===== src/rtl/swm_pkg.sv =====
// shared types and constants for the sliding window median core
// no dependencies
package swm_pkg;

  localparam int unsigned MAX_WINDOW = 64;
  localparam int unsigned ADDR_W     = (MAX_WINDOW > 1) ? $clog2(MAX_WINDOW) : 1;
  localparam int unsigned CNT_W      = $clog2(MAX_WINDOW + 1);
  localparam int unsigned DATA_W     = 32;
  localparam int unsigned CFG_W      = 7;
  localparam int unsigned RESET_SIZE = 3;

  // contents of one cell: a sample and how many samples arrived after it
  typedef struct packed {
    logic signed [DATA_W-1:0] value;
    logic [ADDR_W-1:0]        age;
  } swm_tap_t;

  // what a cell hands to its right neighbor: the entry it holds once the
  // leaving sample is squeezed out, and whether that entry sorts above the new word
  typedef struct packed {
    swm_tap_t w;
    logic     gt;
  } swm_link_t;

endpackage


===== src/rtl/swm_cell.sv =====
// one cell of the sorted window row: holds one sample and its age
// depends on swm_pkg
module swm_cell import swm_pkg::*; (
  input  logic                     clk_i,
  input  logic                     en_i,
  input  logic signed [DATA_W-1:0] sample_i,
  input  logic                     shift_i,   // leaving entry sits at or left of this cell
  input  logic                     wvalid_i,  // squeezed entry at this place is in use
  input  swm_tap_t                 right_i,
  input  swm_link_t                left_i,
  output swm_tap_t                 own_o,
  output swm_link_t                link_o
);

  swm_tap_t cell_q, cell_d;
  swm_tap_t w;
  logic     gtw;

  assign w      = shift_i ? right_i : cell_q;
  assign gtw    = !wvalid_i || ($signed(w.value) > $signed(sample_i));
  assign own_o  = cell_q;
  assign link_o = '{w: w, gt: gtw};

  always_comb begin
    cell_d = cell_q;
    if (en_i) begin
      if (!gtw) begin
        cell_d.value = w.value;
        cell_d.age   = w.age + ADDR_W'(1);
      end else if (!left_i.gt) begin
        // insertion point of the new word
        cell_d.value = sample_i;
        cell_d.age   = '0;
      end else begin
        cell_d.value = left_i.w.value;
        cell_d.age   = left_i.w.age + ADDR_W'(1);
      end
    end
  end

  always_ff @(posedge clk_i) begin
    cell_q <= cell_d;
  end

endmodule


===== config.mk =====
export PLATFORM = sky130hd
export DESIGN_NAME = swm_cell
export DESIGN_NICKNAME = d
export VERILOG_FILES = /design/src/rtl/swm_pkg.sv /design/src/rtl/swm_cell.sv
export SDC_FILE = /design/constraint.sdc
export NUM_CORES = 1
export LEC_CHECK = 0
export BUFFER_PORTS_ARGS = -buffer_cell sky130_fd_sc_hd__buf_4
export CORE_ASPECT_RATIO = 1.4
export CORE_MARGIN = 2
export CORE_UTILIZATION = 45
export CTS_CLUSTER_DIAMETER = 40
export CTS_CLUSTER_SIZE = 20
export DETAILED_ROUTE_END_ITERATION = 12
export PLACE_DENSITY_LB_ADDON = 0.25
export SYNTH_ARGS = -nofsm -noshare
export SYNTH_HDL_FRONTEND = slang
export SYNTH_SLANG_ARGS = --single-unit

===== constraint.sdc =====
create_clock -name clk_i -period 8.67 [get_ports clk_i]
set_input_delay 0.867 -clock clk_i [delete_from_list [all_inputs] [get_ports clk_i]]
set_output_delay 0.867 -clock clk_i [all_outputs]
set_load 0.01 [all_outputs]

==> metrics.txt <==
Post-synth ARST share=0%; worst path bufs/invs=2; final-report max-slew violation count=0; Worst-Margin Slew=0.650 ns; Critical Path RT=7.80 ns; delay-heaviest family, CP=multiplexers; Yosys top cell area share=33.8%; critical-path cell list=buf_4, mux2_2, ha_1, nor2b_1, o21bai_1, a21oi_1, a211o_1, a31oi_1, mux2_4, buf_4; fin crit share=52.7%; Worst-Skew Late Latency=0.30 ns; # hold bufs at CTS=0; # clock sinks=38; DP Wirelength=7.25 mm; crit path launch=shift_i; synthesized net count=485; fin nets=664; unrepaired setup endpoints after global routing=false; #FFs+latches synth=38; DR pass1 iterations=4; Initial Util=46.2%; Horiz. Die Dim=77.3 um; final WL=9.61 mm; post-CTS sizing=0; max reg flops=38; Hold Vio Cnt, Final=0; gr usage total=22.7%; Die ar.=8230 um^2; # H-tree levels=2; Slowest-stage cell, CP=mux2_4; Pwr Density=131 nW/um^2; cell mode on critical path=buf_4; Peak VDD IR=0.0897 mV; RePlAce Congestion=0.822; Slew headroom=56.7%; fraction of layout cells with a size suffix above 1=51.8%; footprint of the multi-input gates=2030 um^2; Period minus WS final=4.57 ns; Post-DRT Antenna Nets=0; wire per inst=15.7 um; reg2reg start=own_o[7]$_DFFE_PP_; TNS Setup=0 ns; I/O pins=190; vias in the first global route=3247; final core utilization=67.2%; f_max=0.219 GHz; CTS Buffer Depth=2; flop-to-flop setup slack=5.59 ns; CTS buffer count=5; Vias/cell=5.20; Top FF cell, synth=edfxtp_1; post-synthesis sequential area ratio=33.8%; CP startpoint kind=input pin; postcts setup bufs=0; first-pass GRT wire length=14.9 mm; top cells by area, synth=edfxtp_1 (34%), mux2_2 (22%), ha_1 (13%), o21ai_0 (5.3%), nand2_1 (5.0%); DR iter-0 viols=132; diode count=0; Post-route DRC=0; Root Driver=clkbuf_8; Die H=107 um; crit path max fanout=39; Arrival @ worst endpoint=3.71 ns; crit end category=primary output; worst hold path class=reg -> reg; initial antenna violation count=0; hold_sp=own_o[6]$_DFFE_PP_; critical path's largest stage delay=0.61 ns; Reg area=1140 um^2; Cell Area, Synth=3380 um^2; Post-synth EDFFs=38; Syn Inst Count=338; Vias=3192; final setup fails=0; worst-case clock skew=0.00515 ns; leakage=2.41 nW; critical path class=in -> out; Fillers=638; Avg Cell Area, Syn=10.0 um^2; worst hold margin=0.713 ns; GR Overflow Total=0; largest net degree at the start of global routing=70; number of buffers added on ports=189; synth warn=0; Core Region=7310 um^2; Synth area leader=edfxtp_1; num rows=37; Yosys cell types=31; CTS tree=built; Area growth, synth to finish=45.3%; Max-Cap Viols=0; status=completed; clk slew on worst S/H paths=0.07 ns
[layout by cell type (no fill, tap or decap), drive strengths merged]
| master | synthesis | routed |
|---|---|---|
| ha | 34 | 34 |
| mux2 | 69 | 69 |
| clkbuf | 12 | 7 |
| nand3 | 8 | 8 |
| a21o | 2 | 2 |
| mux2i | 9 | 9 |
| xnor2 | 5 | 5 |
| nand3b | 1 | 1 |
| nand4 | 3 | 3 |
| edfxtp | 38 | 38 |
| a211o | 1 | 1 |
| buf | 5 | 189 |
| nor2b | 1 | 1 |
| and4 | 6 | 6 |
| a21oi | 14 | 14 |
| nor3 | 1 | 1 |
| nand2 | 45 | 45 |
| xor2 | 3 | 3 |
| a32oi | 1 | 1 |
| o21ai | 36 | 36 |
| nand2b | 2 | 2 |
| inv | 34 | 34 |
| and3 | 2 | 2 |
| o21bai | 1 | 1 |
| a31oi | 3 | 3 |
| nor2 | 2 | 2 |
[worst paths after layout]
check	end	cells after the start
worst min-delay path	own_o[6]$_DFFE_PP_	2
worst min register to register	own_o[6]$_DFFE_PP_	2
worst max register to register	own_o[30]$_DFFE_PP_	9
worst max-delay path	link_o[0]	10
[stage by stage]
| step | total power, W | cell area (um^2) | std cells | worst slack (ns) |
|---|---|---|---|---|
| 6_report | 0.000644 | 4910 | 614 | 4.10 |
| 5_1_grt | 0.000681 | 4910 | 614 | 3.91 |
| 4_1_cts | 0.000649 | 4910 | 614 | 4.12 |
| 3_5_place_dp | 0.000528 | 4840 | 607 | 4.12 |
| 3_3_place_gp | 0.000522 | 4840 | 607 | 4.17 |
| 2_1_floorplan | 0.000400 | 3380 | 338 | 4.06 |
[cells in the mapped netlist (4+ instances only)]
cell type	number
mux2_2	66
nand2_1	45
edfxtp_1	38
o21ai_0	36
ha_1	34
inv_1	34
a21oi_1	14
clkbuf_1	12
mux2i_1	9
nand3_1	8
xnor2_1	5
and4_4	4
[power by group]
| group | switching (W) | internal [W] |
|---|---|---|
| clock | 0.0000660 | 0.0000555 |
| sequential | 0.0000110 | 0.000231 |
| combinational | 0.000126 | 0.000154 |
| total | 0.000203 | 0.000441 |
[tightest hold or removal path, delay by kind of cell (launching register included)]
kind / cells / cell delay [ns]
flip-flops: 1 / 0.35
multiplexers: 2 / 0.24
[metal layers]
layer,global-route usage (%),part of all wire [%],vias to the layer above
li1,-,-,1575
met1,25.4,38,1480
met2,42.0,53,120
met3,4.67,6.6,17
met4,7.91,2.2,0
met5,0,0,-
[final cells by class]
| type | instances | area share (%) |
|---|---|---|
| multi-input cells | 249 | 41.3 |
| repair buffers | 189 | 28.9 |
| flip-flops and latches | 38 | 23.2 |
| inverters | 34 | 2.60 |
| well taps | 97 | 2.47 |
| clock buffers | 7 | 1.55 |
[logic make-up after synthesis]
group | Yosys count | share of synthesized area [%]
AO/OA/AOI/OAI | 58 | 9.14
flip-flops | 38 | 33.8
multiplexers | 78 | 26.0
XOR/XNOR | 8 | 2.07
adder cells (fa/ha/maj) | 34 | 12.6
buffers and inverters | 51 | 6.29
AND/OR/NAND/NOR | 71 | 10.2
No activity file was read; power rests on OpenSTA's default activity.
